File: config.mk
export PLATFORM = sky130hd
export DESIGN_NAME = block_range_coalescer_top_flat
export DESIGN_NICKNAME = d
export VERILOG_FILES = /design/src/sv/brc_pkg.sv /design/src/sv/brc_in_if.sv /design/src/sv/brc_out_if.sv /design/src/sv/block_range_coalescer_top.sv /design/src/sv/brc_front.sv /design/src/sv/brc_queue.sv /design/src/sv/brc_back.sv /design/src/flat_wrapper.sv
export SDC_FILE = /design/constraint.sdc
export NUM_CORES = 1
export LEC_CHECK = 0
export ABC_CLOCK_PERIOD_IN_PS = 30800
export BUFFER_PORTS_ARGS = -buffer_cell sky130_fd_sc_hd__clkbuf_2
export CAP_MARGIN = 10
export CORE_MARGIN = 2
export CORE_UTILIZATION = 36
export DETAILED_ROUTE_END_ITERATION = 10
export PLACE_DENSITY = 0.61
export SLEW_MARGIN = 20
export SYNTH_ARGS = -nofsm -noshare
export SYNTH_HDL_FRONTEND = slang
export SYNTH_SLANG_ARGS = --single-unit
export TNS_END_PERCENT = 30
File: constraint.sdc
create_clock -name i_clk -period 30.8 [get_ports i_clk]
set_input_delay 9.24 -clock i_clk [delete_from_list [all_inputs] [get_ports i_clk]]
set_output_delay 9.24 -clock i_clk [all_outputs]
set_load 0.01 [all_outputs]
File: src/sv/brc_pkg.sv
`timescale 1ns / 1ps

package brc_pkg;

    localparam int ID_W_DEF   = 32;
    localparam int FIELD_W    = 32;
    localparam int CNT_W      = 32;
    localparam int REG_W      = 32;
    // prev block + gap + 1 never wraps at this width
    localparam int SUM_W      = REG_W + 2;
    localparam int Q_DEPTH    = 4;
    localparam int Q_PTR_W    = $clog2(Q_DEPTH);
    localparam int APB_AW     = 3;

    localparam logic REG_GAP_LIMIT = 1'b0;

    localparam logic ST_RANGE = 1'b0;
    localparam logic ST_ERROR = 1'b1;

    typedef enum logic [1:0] {
        K_FIRST,
        K_JOIN,
        K_SPLIT,
        K_ERROR
    } t_kind;

    typedef struct packed {
        t_kind            kind;
        logic             last;
        logic [CNT_W-1:0] idx;
    } t_cls;

    typedef struct packed {
        logic               status;
        logic [FIELD_W-1:0] range_chunk;
        logic [FIELD_W-1:0] range_first;
        logic [FIELD_W-1:0] range_last;
        logic [CNT_W-1:0]   range_item_start;
        logic               final_result;
    } t_res;

endpackage

File: src/sv/brc_in_if.sv
`timescale 1ns / 1ps

interface brc_in_if;
    import brc_pkg::*;

    logic               valid;
    logic               ready;
    logic [FIELD_W-1:0] chunk_id;
    logic [FIELD_W-1:0] block_id;
    logic               last_item;

    modport source (output valid, output chunk_id, output block_id, output last_item,
                    input ready);
    modport sink   (input valid, input chunk_id, input block_id, input last_item,
                    output ready);
endinterface

File: src/sv/brc_out_if.sv
`timescale 1ns / 1ps

interface brc_out_if;
    import brc_pkg::*;

    logic               valid;
    logic               ready;
    logic               status;
    logic [FIELD_W-1:0] range_chunk;
    logic [FIELD_W-1:0] range_first;
    logic [FIELD_W-1:0] range_last;
    logic [CNT_W-1:0]   range_item_start;
    logic               final_result;

    modport source (output valid, output status, output range_chunk, output range_first,
                    output range_last, output range_item_start, output final_result,
                    input ready);
    modport sink   (input valid, input status, input range_chunk, input range_first,
                    input range_last, input range_item_start, input final_result,
                    output ready);
endinterface

File: src/sv/block_range_coalescer_top.sv
`timescale 1ns / 1ps

// Block range coalescer. Items arrive on i_item (chunk_id, block_id,
// last_item), sorted by chunk then block; merged ranges and ordering errors
// leave on o_res. Both channels move an item when valid and ready are high.
// The user writes gap_limit over the APB port at byte address 0 only while
// idle; the block itself does not enforce this. The front stage classifies
// each item against the previous one (one add of prev block + gap + 1 and
// compares), pushes it into a four-entry queue, and the back stage updates
// the open range and loads the output register. One item per cycle is taken
// while the queue has room. A split on the last item of a list yields two
// results; the second waits in a pending register and holds the back stage.
// When o_res.ready is low the output register holds, the queue fills and
// i_item.ready drops once it holds four items.
// Reset (synchronous, active low) empties the queue and output, closes any
// open range, clears the item index and sets gap_limit to zero.
module block_range_coalescer_top #(
    parameter int ID_WIDTH = brc_pkg::ID_W_DEF
) (
    input  logic                       i_clk,
    input  logic                       i_rst_n,
    brc_in_if.sink                     i_item,
    brc_out_if.source                  o_res,
    input  logic                       psel,
    input  logic                       penable,
    input  logic                       pwrite,
    input  logic [brc_pkg::APB_AW-1:0] paddr,
    input  logic [brc_pkg::REG_W-1:0]  pwdata,
    output logic [brc_pkg::REG_W-1:0]  prdata,
    output logic                       pready
);
    import brc_pkg::*;

    logic [REG_W-1:0]    r_gap_limit;
    logic                reg_hit;
    logic                wr_en;

    logic                push;
    logic                push_ready;
    t_cls                push_cls;
    logic [ID_WIDTH-1:0] push_chunk;
    logic [ID_WIDTH-1:0] push_blk;

    logic                q_valid;
    logic                q_pop;
    t_cls                q_cls;
    logic [ID_WIDTH-1:0] q_chunk;
    logic [ID_WIDTH-1:0] q_blk;

    assign pready  = 1'b1;
    assign reg_hit = (paddr[APB_AW-1:2] == REG_GAP_LIMIT);
    assign wr_en   = psel && penable && pwrite && pready && reg_hit;
    assign prdata  = reg_hit ? r_gap_limit : '0;

    always_ff @(posedge i_clk) begin
        if (!i_rst_n) begin
            r_gap_limit <= '0;
        end else if (wr_en) begin
            r_gap_limit <= pwdata;
        end
    end

    brc_front #(
        .ID_WIDTH (ID_WIDTH)
    ) u_front (
        .i_clk        (i_clk),
        .i_rst_n      (i_rst_n),
        .i_item       (i_item),
        .i_gap_limit  (r_gap_limit),
        .i_push_ready (push_ready),
        .o_push       (push),
        .o_cls        (push_cls),
        .o_chunk      (push_chunk),
        .o_blk        (push_blk)
    );

    brc_queue #(
        .ID_WIDTH (ID_WIDTH)
    ) u_queue (
        .i_clk   (i_clk),
        .i_rst_n (i_rst_n),
        .i_push  (push),
        .i_cls   (push_cls),
        .i_chunk (push_chunk),
        .i_blk   (push_blk),
        .o_ready (push_ready),
        .o_valid (q_valid),
        .o_cls   (q_cls),
        .o_chunk (q_chunk),
        .o_blk   (q_blk),
        .i_pop   (q_pop)
    );

    brc_back #(
        .ID_WIDTH (ID_WIDTH)
    ) u_back (
        .i_clk     (i_clk),
        .i_rst_n   (i_rst_n),
        .i_q_valid (q_valid),
        .i_cls     (q_cls),
        .i_chunk   (q_chunk),
        .i_blk     (q_blk),
        .o_pop     (q_pop),
        .o_res     (o_res)
    );

endmodule

File: src/sv/brc_front.sv
`timescale 1ns / 1ps

module brc_front #(
    parameter int ID_WIDTH = brc_pkg::ID_W_DEF
) (
    input  logic                      i_clk,
    input  logic                      i_rst_n,
    brc_in_if.sink                    i_item,
    input  logic [brc_pkg::REG_W-1:0] i_gap_limit,
    input  logic                      i_push_ready,
    output logic                      o_push,
    output brc_pkg::t_cls             o_cls,
    output logic [ID_WIDTH-1:0]       o_chunk,
    output logic [ID_WIDTH-1:0]       o_blk
);
    import brc_pkg::*;

    logic                r_open;
    logic                r_err;
    logic [CNT_W-1:0]    r_items;
    logic [ID_WIDTH-1:0] r_prev_chunk;
    logic [ID_WIDTH-1:0] r_prev_blk;

    logic                n_open;
    logic                n_err;
    logic [CNT_W-1:0]    n_items;

    logic                accept;
    logic [ID_WIDTH-1:0] ch;
    logic [ID_WIDTH-1:0] blk;
    logic                eq_chunk;
    logic                bad_order;
    logic [SUM_W-1:0]    reach;
    logic                can_join;
    t_kind               kind;

    assign i_item.ready = i_push_ready;
    assign accept       = i_item.valid && i_push_ready;

    assign ch  = i_item.chunk_id[ID_WIDTH-1:0];
    assign blk = i_item.block_id[ID_WIDTH-1:0];

    // open range always ends at the previous item of the list
    assign eq_chunk  = (ch == r_prev_chunk);
    assign bad_order = (ch < r_prev_chunk) || (eq_chunk && (blk <= r_prev_blk));
    assign reach     = SUM_W'(r_prev_blk) + SUM_W'(i_gap_limit) + SUM_W'(1);
    assign can_join  = eq_chunk && (SUM_W'(blk) <= reach);

    always_comb begin
        if (!r_open) begin
            kind = K_FIRST;
        end else if (bad_order) begin
            kind = K_ERROR;
        end else if (can_join) begin
            kind = K_JOIN;
        end else begin
            kind = K_SPLIT;
        end
    end

    assign o_push        = accept && !r_err;
    assign o_cls.kind    = kind;
    assign o_cls.last    = i_item.last_item;
    assign o_cls.idx     = r_items;
    assign o_chunk       = ch;
    assign o_blk         = blk;

    always_comb begin
        n_open  = r_open;
        n_err   = r_err;
        n_items = r_items;
        if (accept) begin
            if (r_items != {CNT_W{1'b1}}) begin
                n_items = r_items + CNT_W'(1);
            end
            if (r_err) begin
                if (i_item.last_item) begin
                    n_err   = 1'b0;
                    n_items = '0;
                end
            end else if (kind == K_ERROR) begin
                n_open = 1'b0;
                if (i_item.last_item) begin
                    n_items = '0;
                end else begin
                    n_err = 1'b1;
                end
            end else if (i_item.last_item) begin
                n_open  = 1'b0;
                n_items = '0;
            end else begin
                n_open = 1'b1;
            end
        end
    end

    always_ff @(posedge i_clk) begin
        if (!i_rst_n) begin
            r_open  <= 1'b0;
            r_err   <= 1'b0;
            r_items <= '0;
        end else begin
            r_open  <= n_open;
            r_err   <= n_err;
            r_items <= n_items;
        end
    end

    always_ff @(posedge i_clk) begin
        if (o_push) begin
            r_prev_chunk <= ch;
            r_prev_blk   <= blk;
        end
    end

endmodule

File: src/sv/brc_queue.sv
`timescale 1ns / 1ps

module brc_queue #(
    parameter int ID_WIDTH = brc_pkg::ID_W_DEF
) (
    input  logic                i_clk,
    input  logic                i_rst_n,
    input  logic                i_push,
    input  brc_pkg::t_cls       i_cls,
    input  logic [ID_WIDTH-1:0] i_chunk,
    input  logic [ID_WIDTH-1:0] i_blk,
    output logic                o_ready,
    output logic                o_valid,
    output brc_pkg::t_cls       o_cls,
    output logic [ID_WIDTH-1:0] o_chunk,
    output logic [ID_WIDTH-1:0] o_blk,
    input  logic                i_pop
);
    import brc_pkg::*;

    t_cls                r_cls   [Q_DEPTH];
    logic [ID_WIDTH-1:0] r_chunk [Q_DEPTH];
    logic [ID_WIDTH-1:0] r_blk   [Q_DEPTH];

    logic [Q_PTR_W-1:0]  r_wr_ptr;
    logic [Q_PTR_W-1:0]  r_rd_ptr;
    logic [Q_PTR_W:0]    r_count;

    logic                do_push;
    logic                do_pop;

    assign o_ready = (r_count != (Q_PTR_W + 1)'(Q_DEPTH));
    assign o_valid = (r_count != '0);
    assign do_push = i_push && o_ready;
    assign do_pop  = i_pop && o_valid;

    assign o_cls   = r_cls[r_rd_ptr];
    assign o_chunk = r_chunk[r_rd_ptr];
    assign o_blk   = r_blk[r_rd_ptr];

    always_ff @(posedge i_clk) begin
        if (!i_rst_n) begin
            r_wr_ptr <= '0;
            r_rd_ptr <= '0;
            r_count  <= '0;
        end else begin
            if (do_push) begin
                r_wr_ptr <= r_wr_ptr + Q_PTR_W'(1);
            end
            if (do_pop) begin
                r_rd_ptr <= r_rd_ptr + Q_PTR_W'(1);
            end
            case ({do_push, do_pop})
                2'b10:   r_count <= r_count + (Q_PTR_W + 1)'(1);
                2'b01:   r_count <= r_count - (Q_PTR_W + 1)'(1);
                default: r_count <= r_count;
            endcase
        end
    end

    always_ff @(posedge i_clk) begin
        if (do_push) begin
            r_cls[r_wr_ptr]   <= i_cls;
            r_chunk[r_wr_ptr] <= i_chunk;
            r_blk[r_wr_ptr]   <= i_blk;
        end
    end

endmodule

File: src/sv/brc_back.sv
`timescale 1ns / 1ps

module brc_back #(
    parameter int ID_WIDTH = brc_pkg::ID_W_DEF
) (
    input  logic                i_clk,
    input  logic                i_rst_n,
    input  logic                i_q_valid,
    input  brc_pkg::t_cls       i_cls,
    input  logic [ID_WIDTH-1:0] i_chunk,
    input  logic [ID_WIDTH-1:0] i_blk,
    output logic                o_pop,
    brc_out_if.source           o_res
);
    import brc_pkg::*;

    logic                r_out_valid;
    t_res                r_out;
    logic                r_pend_valid;
    t_res                r_pend;
    logic [ID_WIDTH-1:0] r_open_chunk;
    logic [ID_WIDTH-1:0] r_open_first;
    logic [ID_WIDTH-1:0] r_open_last;
    logic [CNT_W-1:0]    r_open_start;

    logic                n_out_valid;
    t_res                n_out;
    logic                n_pend_valid;
    t_res                n_pend;
    logic [ID_WIDTH-1:0] n_open_chunk;
    logic [ID_WIDTH-1:0] n_open_first;
    logic [ID_WIDTH-1:0] n_open_last;
    logic [CNT_W-1:0]    n_open_start;

    logic                out_free;
    t_res                res_old;
    t_res                res_new;
    t_res                res_join;
    t_res                res_err;

    assign out_free = !r_out_valid || o_res.ready;

    always_comb begin
        res_old.status           = ST_RANGE;
        res_old.range_chunk      = FIELD_W'(r_open_chunk);
        res_old.range_first      = FIELD_W'(r_open_first);
        res_old.range_last       = FIELD_W'(r_open_last);
        res_old.range_item_start = r_open_start;
        res_old.final_result     = 1'b0;

        res_new.status           = ST_RANGE;
        res_new.range_chunk      = FIELD_W'(i_chunk);
        res_new.range_first      = FIELD_W'(i_blk);
        res_new.range_last       = FIELD_W'(i_blk);
        res_new.range_item_start = i_cls.idx;
        res_new.final_result     = 1'b1;

        res_join                 = res_old;
        res_join.range_last      = FIELD_W'(i_blk);
        res_join.final_result    = 1'b1;

        res_err                  = '0;
        res_err.status           = ST_ERROR;
        res_err.final_result     = 1'b1;
    end

    always_comb begin
        n_out_valid  = r_out_valid && !o_res.ready;
        n_out        = r_out;
        n_pend_valid = r_pend_valid;
        n_pend       = r_pend;
        n_open_chunk = r_open_chunk;
        n_open_first = r_open_first;
        n_open_last  = r_open_last;
        n_open_start = r_open_start;
        o_pop        = 1'b0;

        if (r_pend_valid) begin
            // second result of a split on the last item
            if (out_free) begin
                n_out_valid  = 1'b1;
                n_out        = r_pend;
                n_pend_valid = 1'b0;
            end
        end else if (i_q_valid && out_free) begin
            o_pop = 1'b1;
            unique case (i_cls.kind)
                K_FIRST: begin
                    n_open_chunk = i_chunk;
                    n_open_first = i_blk;
                    n_open_last  = i_blk;
                    n_open_start = i_cls.idx;
                    if (i_cls.last) begin
                        n_out_valid = 1'b1;
                        n_out       = res_new;
                    end
                end
                K_JOIN: begin
                    n_open_last = i_blk;
                    if (i_cls.last) begin
                        n_out_valid = 1'b1;
                        n_out       = res_join;
                    end
                end
                K_SPLIT: begin
                    n_out_valid  = 1'b1;
                    n_out        = res_old;
                    n_open_chunk = i_chunk;
                    n_open_first = i_blk;
                    n_open_last  = i_blk;
                    n_open_start = i_cls.idx;
                    if (i_cls.last) begin
                        n_pend_valid = 1'b1;
                        n_pend       = res_new;
                    end
                end
                K_ERROR: begin
                    n_out_valid = 1'b1;
                    n_out       = res_err;
                end
            endcase
        end
    end

    always_ff @(posedge i_clk) begin
        if (!i_rst_n) begin
            r_out_valid  <= 1'b0;
            r_pend_valid <= 1'b0;
        end else begin
            r_out_valid  <= n_out_valid;
            r_pend_valid <= n_pend_valid;
        end
    end

    always_ff @(posedge i_clk) begin
        r_out        <= n_out;
        r_pend       <= n_pend;
        r_open_chunk <= n_open_chunk;
        r_open_first <= n_open_first;
        r_open_last  <= n_open_last;
        r_open_start <= n_open_start;
    end

    assign o_res.valid            = r_out_valid;
    assign o_res.status           = r_out.status;
    assign o_res.range_chunk      = r_out.range_chunk;
    assign o_res.range_first      = r_out.range_first;
    assign o_res.range_last       = r_out.range_last;
    assign o_res.range_item_start = r_out.range_item_start;
    assign o_res.final_result     = r_out.final_result;

endmodule
File: src/flat_wrapper.sv
// flat-port wrapper written by rule: the top's interface ports become plain ports
module block_range_coalescer_top_flat import brc_pkg::*;
#(
    parameter int ID_WIDTH = brc_pkg::ID_W_DEF
)
  (i_clk, i_rst_n, psel, penable, pwrite, paddr, pwdata, prdata, pready, i_item_valid, i_item_chunk_id, i_item_block_id, i_item_last_item, i_item_ready, o_res_valid, o_res_status, o_res_range_chunk, o_res_range_first, o_res_range_last, o_res_range_item_start, o_res_final_result, o_res_ready);
  brc_in_if i_item_i ();
  brc_out_if o_res_i ();
  input  logic i_clk;
  input  logic i_rst_n;
  input  logic psel;
  input  logic penable;
  input  logic pwrite;
  input  logic [brc_pkg::APB_AW-1:0] paddr;
  input  logic [brc_pkg::REG_W-1:0] pwdata;
  output logic [brc_pkg::REG_W-1:0] prdata;
  output logic pready;
  input wire logic [$bits(i_item_i.valid)-1:0] i_item_valid;
  input wire logic [$bits(i_item_i.chunk_id)-1:0] i_item_chunk_id;
  input wire logic [$bits(i_item_i.block_id)-1:0] i_item_block_id;
  input wire logic [$bits(i_item_i.last_item)-1:0] i_item_last_item;
  output wire logic [$bits(i_item_i.ready)-1:0] i_item_ready;
  output wire logic [$bits(o_res_i.valid)-1:0] o_res_valid;
  output wire logic [$bits(o_res_i.status)-1:0] o_res_status;
  output wire logic [$bits(o_res_i.range_chunk)-1:0] o_res_range_chunk;
  output wire logic [$bits(o_res_i.range_first)-1:0] o_res_range_first;
  output wire logic [$bits(o_res_i.range_last)-1:0] o_res_range_last;
  output wire logic [$bits(o_res_i.range_item_start)-1:0] o_res_range_item_start;
  output wire logic [$bits(o_res_i.final_result)-1:0] o_res_final_result;
  input wire logic [$bits(o_res_i.ready)-1:0] o_res_ready;
  assign i_item_i.valid = i_item_valid;
  assign i_item_i.chunk_id = i_item_chunk_id;
  assign i_item_i.block_id = i_item_block_id;
  assign i_item_i.last_item = i_item_last_item;
  assign i_item_ready = i_item_i.ready;
  assign o_res_valid = o_res_i.valid;
  assign o_res_status = o_res_i.status;
  assign o_res_range_chunk = o_res_i.range_chunk;
  assign o_res_range_first = o_res_i.range_first;
  assign o_res_range_last = o_res_i.range_last;
  assign o_res_range_item_start = o_res_i.range_item_start;
  assign o_res_final_result = o_res_i.final_result;
  assign o_res_i.ready = o_res_ready;
  block_range_coalescer_top #(.ID_WIDTH(ID_WIDTH)) u_core (.i_clk(i_clk), .i_rst_n(i_rst_n), .i_item(i_item_i), .o_res(o_res_i), .psel(psel), .penable(penable), .pwrite(pwrite), .paddr(paddr), .pwdata(pwdata), .prdata(prdata), .pready(pready));
endmodule
# After elaboration in Yosys (flattened, before gate mapping)
# Memory sizes are Yosys's and may differ from the RTL's. A register that Yosys moved wholly into a read port is not among the register bits.
# Cells that the tools add are included.
# op_classes
add_sub_neg	7
magnitude_cmp	3
n_eq_ne	12
mux	37
n_bitwise	3
reduce_logical	31
# op_table
operator	n
2-to-1 mux 130 bit	5
one-hot mux 130 bit (4 select lines)	1
2-to-1 mux 32 bit	3
adder 33 x 1 -> 34 bit (second input constant)	1
less-or-equal comparator 32 x 34 -> 1 bit	1
adder 32 x 32 -> 33 bit	1
adder 32 x 1 -> 32 bit (second input constant)	1
== test 32 bit	1
less-or-equal comparator 32 bit	1
less-than comparator 32 bit	1
inequality test 32 bit (second input constant)	1
2-to-1 mux 2 bit	9
2-to-1 mux 1 bit	17
logical AND 1 bit	11
== test 2 bit (second input constant)	4
AND reduction 4 bit	2
inequality test 3 x 2 -> 1 bit (second input constant)	2
one-hot mux 3 bit (2 select lines)	1
AND reduction 3 bit	2
nonzero test 2 bit	3
OR reduction 2 bit	3
adder 2 x 1 -> 2 bit (second input constant)	2
== test 2 x 1 -> 1 bit (second input constant)	2
AND reduction 2 bit	2
11 further kinds	16
# totals
register_bits	493
mem_bits_rw	396
out_inout_bits	165
word_cells	120
mem_count	3
# memory_table
memory	words	word_bits	rd	rd_clocked_by_memory_dff	write_ports	line	text
u_core.u_queue.r_cls	4	35	1	1	1	brc_queue.sv:21	t_cls r_cls [Q_DEPTH];
u_core.u_queue.r_blk	4	32	1	1	1	brc_queue.sv:23	logic [ID_WIDTH-1:0] r_blk [Q_DEPTH];
u_core.u_queue.r_chunk	4	32	1	1	1	brc_queue.sv:22	logic [ID_WIDTH-1:0] r_chunk [Q_DEPTH];

# Logic depth before layout (Yosys ltp)
# Gate-level depths: netlist (run 1).
# depth
depth_word	10
depth_mapped	21
depth_no_buf	21

# Modules after synthesis
# A second synthesis (run 1) with hierarchy kept.
# hier_totals
cells_unflattened	2465
area_unflattened_um2	38600.8
# by_module_without_submodules
module	n_inst	cells_each	area_per_inst_um2	seq_area_each_um2
brc_queue	1	569	14731.6	12071.6
brc_back	1	861	14385.0	10670.2
brc_front	1	858	7946.4	2602.5
block_range_coalescer_top	1	177	1537.7	640.6

# Worst setup path before layout (run 1)
# Ideal clock, no wire load.
# synth_path
path_type	in2out
startpoint	input paddr[2] (netlist bit)
endpoint	output prdata[10] (netlist bit)
arrival_ps	9624
required_time_ps	21560
setup_slack_ps	11936
stages	2
path_buffers	1
cell_sequence	clkbuf_1 nor2b_1
# synth_via
elab_chain_cells	1
# synth_lines
element	line	text
start: declaration	flat_wrapper.sv:14	input logic [brc_pkg::APB_AW-1:0] paddr;
2-to-1 mux 32 bit	block_range_coalescer_top.sv:53	assign prdata = reg_hit ? r_gap_limit : '0;
end: declaration	flat_wrapper.sv:16	output logic [brc_pkg::REG_W-1:0] prdata;
# No other way between the ends.

# Worst setup path after layout (run 1)
# layout_path
startpoint	input paddr[2] (netlist bit)
endpoint	output prdata[21] (netlist bit)
# Same word-level chain as after synthesis.

==> results.tsv, run 1 <==
metric	value	unit
reg2reg_depth	19	
gp_congestion	0.8697	
p_leak	16.02	nW
maxSlewHeadroom	25.52	%
numClockSinks	891	
wire_per_inst	20.44	um
io_pins	272	
overflow	0	
grt_pass1_vias	22190	
ir_worst_vdd	87.64	uV
ff2ff_setup_slack	24710	ps
cpPeakStageDelay	390	ps
arrival	10060	ps
viasPerCell	5.135	
r2r-end	u_core.u_queue.r_cls[0][33]$_DFFE_PP_	
path_clk_slew	60	ps
status	finished, final reports clean	
grt_pass1_wl	135900	um
yosysWarnings	0	
worstHoldPathCells	2	
placed_area	40690	sq um
grtUsageTotal	16.52	%
netlist_instances	2654	
cts-root-buf	clkbuf_16	
fin_crit	19300	ps
die_height	328.0	um
synth_fp_nets	2897	
rsz0062_at_grt	no	
hold_path_end	u_core.r_gap_limit[0]$_SDFFE_PN0P_	
hold_buffers	0	
first_pass_iters	5	
cp-start-kind	input pin	
final_antenna_net_count	0	
grt_max_degree	101	
most-common-layout-cells	814 x edfxtp_1, 408 x nand2_1, 268 x clkbuf_2	
synth-edff-count	814	
initial_core_util	36.42	%
layout.nets	3166	
dp_hpwl	54750	um
numCtsBuffers	95	
drt_wl_total	89570	um
critPathLaunch	paddr[2]	
fin_crit_sh	62.67	%
pre_cts_ws	11470	ps
syn_to_final_growth	15.73	%
skew	24.01	ps
min_path_type	flop to flop	
drv_cap	0	
dr_total_vias	22500	
synth.avg_cell_area	14.24	sq um
layout-drive-gt1-share	18.83	%
path_buf_inv	2	
crit_slowest_cell	clkbuf_2	
synth_cell_types	66	
port_buffers	268	
crit_chain	clkbuf_2, nor2b_1, clkbuf_2	
antenna_cells	0	
synthFlopType	edfxtp_1	
worstSetupPathType	input pin to output port	
cp-end-kind	output port	
core-area	103800	sq um
cts_tree	built	
clk_path_buf_depth	3	
power.density	96.17	nW/um^2
die_w	328.0	um
cts_resized	0	
setup_slack	11500	ps
ys_seq_elements	891	
slew_violations	0	
setup_viol	0	
cp_max_fo	34	
ys_seq_area_share	68.74	%
fin_area	43750	sq um
worstSkewPairLatency	680	ps
cp_top_family	buffers and inverters	
rows	118	
hold_violations	0	
max_freq	51.81	MHz
cpMostUsedCell	clkbuf_2	
ys_async_sr_fraction	0	%
holdWs	464.1	ps
required	21560	ps
drt_iter0_markers	1845	
htreeDepth	3	
final_util	42.15	%
min_from	u_core.r_gap_limit[0]$_SDFFE_PN0P_	
r2r_start	u_core.u_front.r_prev_blk[0]$_DFFE_PP_	
final_common_cell	edfxtp_1	
antenna_found_initial	4	
drc_errors	0	
setup_tns	0	ps
post-cts-setup-buffers	0	
worst_pin_slew	1117	ps
dieArea	107600	sq um
syn_area	37800	sq um
-- metal layers --
layer  wire, um  GRT usage (%)  share of wire [%]  up-vias
met5          0              0                  0        -
met2      41140          26.31                 46      631
li1           -              -                  -    10560
met4       1852          4.328                2.1        0
met3       4875          2.669                5.4      132
met1      41700          23.56                 47    11170
-- final cells by class --
type	count	area, sq um
Clock buffer	124	2580
Clock inverter	51	480.5
Timing Repair Buffer	293	1541
Tap cell	1380	1727
Multi-Input combinational cell	1484	10830
Sequential cell	891	26000
Fill cell	9433	60050
Inverter	158	593.1
-- worst max-delay path by stage --
stage	end	slack (ps)	cells after the start
after floorplan	prdata[10]	11940	2
after global placement	prdata[24]	11550	3
after detailed placement	prdata[22]	11470	3
after CTS	prdata[22]	11460	3
after global routing	prdata[22]	11350	3
final	prdata[21]	11500	3
-- where the power goes --
group	leakage (nW)	switching (mW)	internal, mW	total [mW]
combinational	6.35	0.784	0.394	1.18
sequential	8.18	0.130	1.77	1.90
clock	1.50	0.483	0.645	1.13
-- sequential cells by signal, summed over array words and instances (netlist names), 96 cells and up, named ones only --
signal                  cells
u_core.u_queue.r_cls      140
u_core.u_queue.r_chunk    128
u_core.u_queue.r_blk      128
u_core.u_back.r_pend       96
-- kinds of logic after synthesis --
| kind of cell | synth area share, % |
|---|---|
| xor gates and xnor gates | 1.251 |
| buffers and inverters | 2.853 |
| DFF | 68.74 |
| adders and majority gates | 4.541 |
| muxes | 5.918 |
| AOI/OAI and AO/OA | 8.152 |
| and+or+nand+nor | 8.533 |
| other | 0.009920 |
-- synthesized netlist by cell type (10+ instances only) --
| cell type | n | area (sq um) |
|---|---|---|
| inv_1 | 157 | 589.3 |
| buf_1 | 13 | 48.80 |
| nor2_1 | 163 | 611.8 |
| mux4_2 | 97 | 2185 |
| a21boi_0 | 39 | 292.8 |
| o21ai_0 | 52 | 260.3 |
| or3_1 | 11 | 68.82 |
| nor2b_1 | 39 | 244.0 |
| nand2_1 | 408 | 1531 |
| ha_1 | 134 | 1677 |
| clkbuf_1 | 91 | 341.6 |
| nor3_1 | 12 | 60.06 |
| xor2_1 | 30 | 262.8 |
| xnor2_1 | 24 | 210.2 |
| a221oi_1 | 130 | 1139 |
| dfxtp_1 | 77 | 1541 |
| nand3_1 | 26 | 130.1 |
| a211oi_1 | 12 | 90.09 |
| a21o_1 | 19 | 142.6 |
| and4_1 | 12 | 105.1 |
| and2_1 | 10 | 62.56 |
| buf_2 | 15 | 75.07 |
| nand4_1 | 32 | 200.2 |
| edfxtp_1 | 814 | 24440 |
| a21oi_1 | 140 | 700.7 |
-- tightest hold or removal path: cells and delay by family, from the launching register on --
| kind | cells | cell delay (ps) |
|---|---|---|
| flops | 1 | 310 |
| simple gates | 1 | 50 |
| compound gates | 1 | 60 |
-- per-stage QoR --
| stage | power (mW) | cells |
|---|---|---|
| final | 4.207 | 4381 |
| after global routing | 4.437 | 4381 |
| after CTS | 4.257 | 4381 |
| after detailed placement | 3.122 | 4206 |
| after global placement | 3.094 | 4206 |
| after floorplan | 2.677 | 2654 |
(Power assumes the default switching activity.)
==> inputs of run 2 (changes only) <==
Settings changed: ABC_CLOCK_PERIOD_IN_PS 30800 to 17400, PLACE_DENSITY 0.61 to 0.63.
Clock period 30.8 ns to 17.4 ns, I/O delays scaled along.
==> run 2 against run 1 <==
Against the previous run:
- non-clock buffer count rose by 1
- wire length fell by 0.21%
- final area rose by 0.33%
- die area did not move
- final cell count rose by 0.14%
- clock skew fell by 1.3 ps
- highest routed layer unchanged
- critical path depth did not move
==> results.tsv, run 2 (same netlist as run 1, synthesis figures left out) <==
metric	value	unit	change
wire_per_inst	20.37	um	-0.35%
rsz0062_at_grt	no		
dr_total_vias	22520		+0.12%
ff2ff_setup_slack	11450	ps	-13260 ps
layout-drive-gt1-share	19.27	%	+0.45 points
largest_reg_flops	140		unchanged
status	finished, final reports clean		
power.density	170.7	nW/um^2	+78%
drc_errors	0		unchanged
arrival	6050	ps	-4010 ps
cts-root-buf	clkbuf_16		
most-common-layout-cells	814 x edfxtp_1, 408 x nand2_1, 268 x clkbuf_2		
grtUsageTotal	16.51	%	about the same
htreeDepth	3		unchanged
worstSetupPathType	input pin to output port		
skew	22.75	ps	-1.261 ps
grt_max_degree	96		-5.0%
numCtsBuffers	94		-1.1%
required	12180	ps	-9380 ps
placed_area	40680	sq um	about the same
worstSkewPairLatency	690	ps	about the same
p_leak	16.08	nW	+0.36%
seqPwrFrac	44.9	%	-0.3 points
switching_share	33.10	%	-0.098 points
clk_path_buf_depth	3		unchanged
numClockSinks	891		unchanged
io_pins	272		unchanged
holdWs	464.1	ps	+0.04600 ps
min_path_type	flop to flop		
p_switching	2.480	mW	+78%
layout.nets	3166		unchanged
setup_tns	0	ps	unchanged
setup_viol	0		unchanged
drt_wl_total	89380	um	-0.21%
clkPwrFrac	27.4	%	+0.6 points
worst_pin_slew	1156	ps	+38.70 ps
die_w	328.0	um	unchanged
regMostFlops	u_core.u_queue.r_cls		
hold_buffers	0		unchanged
core-area	103800	sq um	unchanged
overflow	0		unchanged
gp_congestion	0.8794		+1.1%
p_int	5.013	mW	+78%
maxSlewHeadroom	22.94	%	-2.6 points
viasPerCell	5.134		about the same
final_antenna_net_count	0		unchanged
cp-start-kind	input pin		
port_buffers	268		unchanged
slew_violations	0		unchanged
ir_worst_vdd	101.7	uV	+16%
final_common_cell	edfxtp_1		
drt_iter0_markers	1569		-15%
cts_tree	built		
dp_hpwl	54550	um	-0.35%
first_pass_iters	5		unchanged
syn_to_final_growth	16.11	%	
dieArea	107600	sq um	unchanged
fin_crit_sh	64.80	%	
path_clk_slew	60	ps	about the same
max_freq	88.70	MHz	
cts_resized	0		unchanged
post-cts-setup-buffers	0		unchanged
p_comb_share	27.6	%	-0.4 points
rows	118		unchanged
grt_pass1_vias	22330		+0.62%
drv_cap	0		unchanged
grt_pass1_wl	135700	um	-0.18%
antenna_found_initial	8		+4
fin_area	43890	sq um	+0.33%
top_regs	u_core.u_queue.r_cls: 140 flops, u_core.u_queue.r_blk: 128 flops, u_core.u_queue.r_chunk: 128 flops		
die_height	328.0	um	unchanged
p_total	7.492	mW	+78%
hold_violations	0		unchanged
initial_core_util	36.42	%	unchanged
cp_max_fo	34		unchanged
fin_crit	11270	ps	
cp-end-kind	output port		
-- run 2: power by group through the flow --
stage               Combinational [mW]  Sequential (mW)  Clock, mW
finish                            2.07             3.37       2.05
global route                      2.31             3.42       2.18
CTS                               2.10             3.37       2.11
detailed placement                2.10             3.41          0
global placement                  2.06             3.40          0
floorplan                         1.28             3.45          0
-- run 2: cell type report --
| class | count | area (sq um) |
|---|---|---|
| clock inverters | 67 | 726.9 |
| fillers | 9317 | 59900 |
| repair buffers | 294 | 1536 |
| diodes | 3 | 7.507 |
| multi-input cells | 1484 | 10830 |
| inverters | 158 | 593.1 |
| well taps | 1380 | 1727 |
| flip-flops and latches | 891 | 26000 |
| clock buffers | 110 | 2474 |
-- run 2: critical path, cell delays in order --
cell	delay, ps
clkbuf_2	400
nor2b_1	270
clkbuf_2	160
-- run 2: metrics by stage --
stage	setup WS, ps	utilization [%]	instances
floorplan	5181	-	2654
global placement	6193	39.19	4207
CTS	6100	42.28	4384
global route	6009	42.28	4386
finish	6126	42.29	4387
detailed placement	6115	39.20	4207
-- run 2: path summary, 6_finish.rpt --
kind                                                end                                    from  depth (start not counted)
setup / recovery                              prdata[3]                                paddr[2]                          3
hold / removal       u_core.r_gap_limit[0]$_SDFFE_PN0P_      u_core.r_gap_limit[0]$_SDFFE_PN0P_                          2
setup reg to reg  u_core.u_queue.r_cls[2][33]$_DFFE_PP_  u_core.u_front.r_prev_blk[0]$_DFFE_PP_                         19
hold reg to reg      u_core.r_gap_limit[0]$_SDFFE_PN0P_      u_core.r_gap_limit[0]$_SDFFE_PN0P_                          2
-- run 2: routing by layer --
metal / up-vias / global-route usage (%) / share of wire (%)
met5: - / 0 / 0
met3: 120 / 2.772 / 5.5
met1: 11180 / 23.24 / 46
li1: 10570 / - / -
met2: 648 / 26.33 / 47
met4: 0 / 4.777 / 2.0
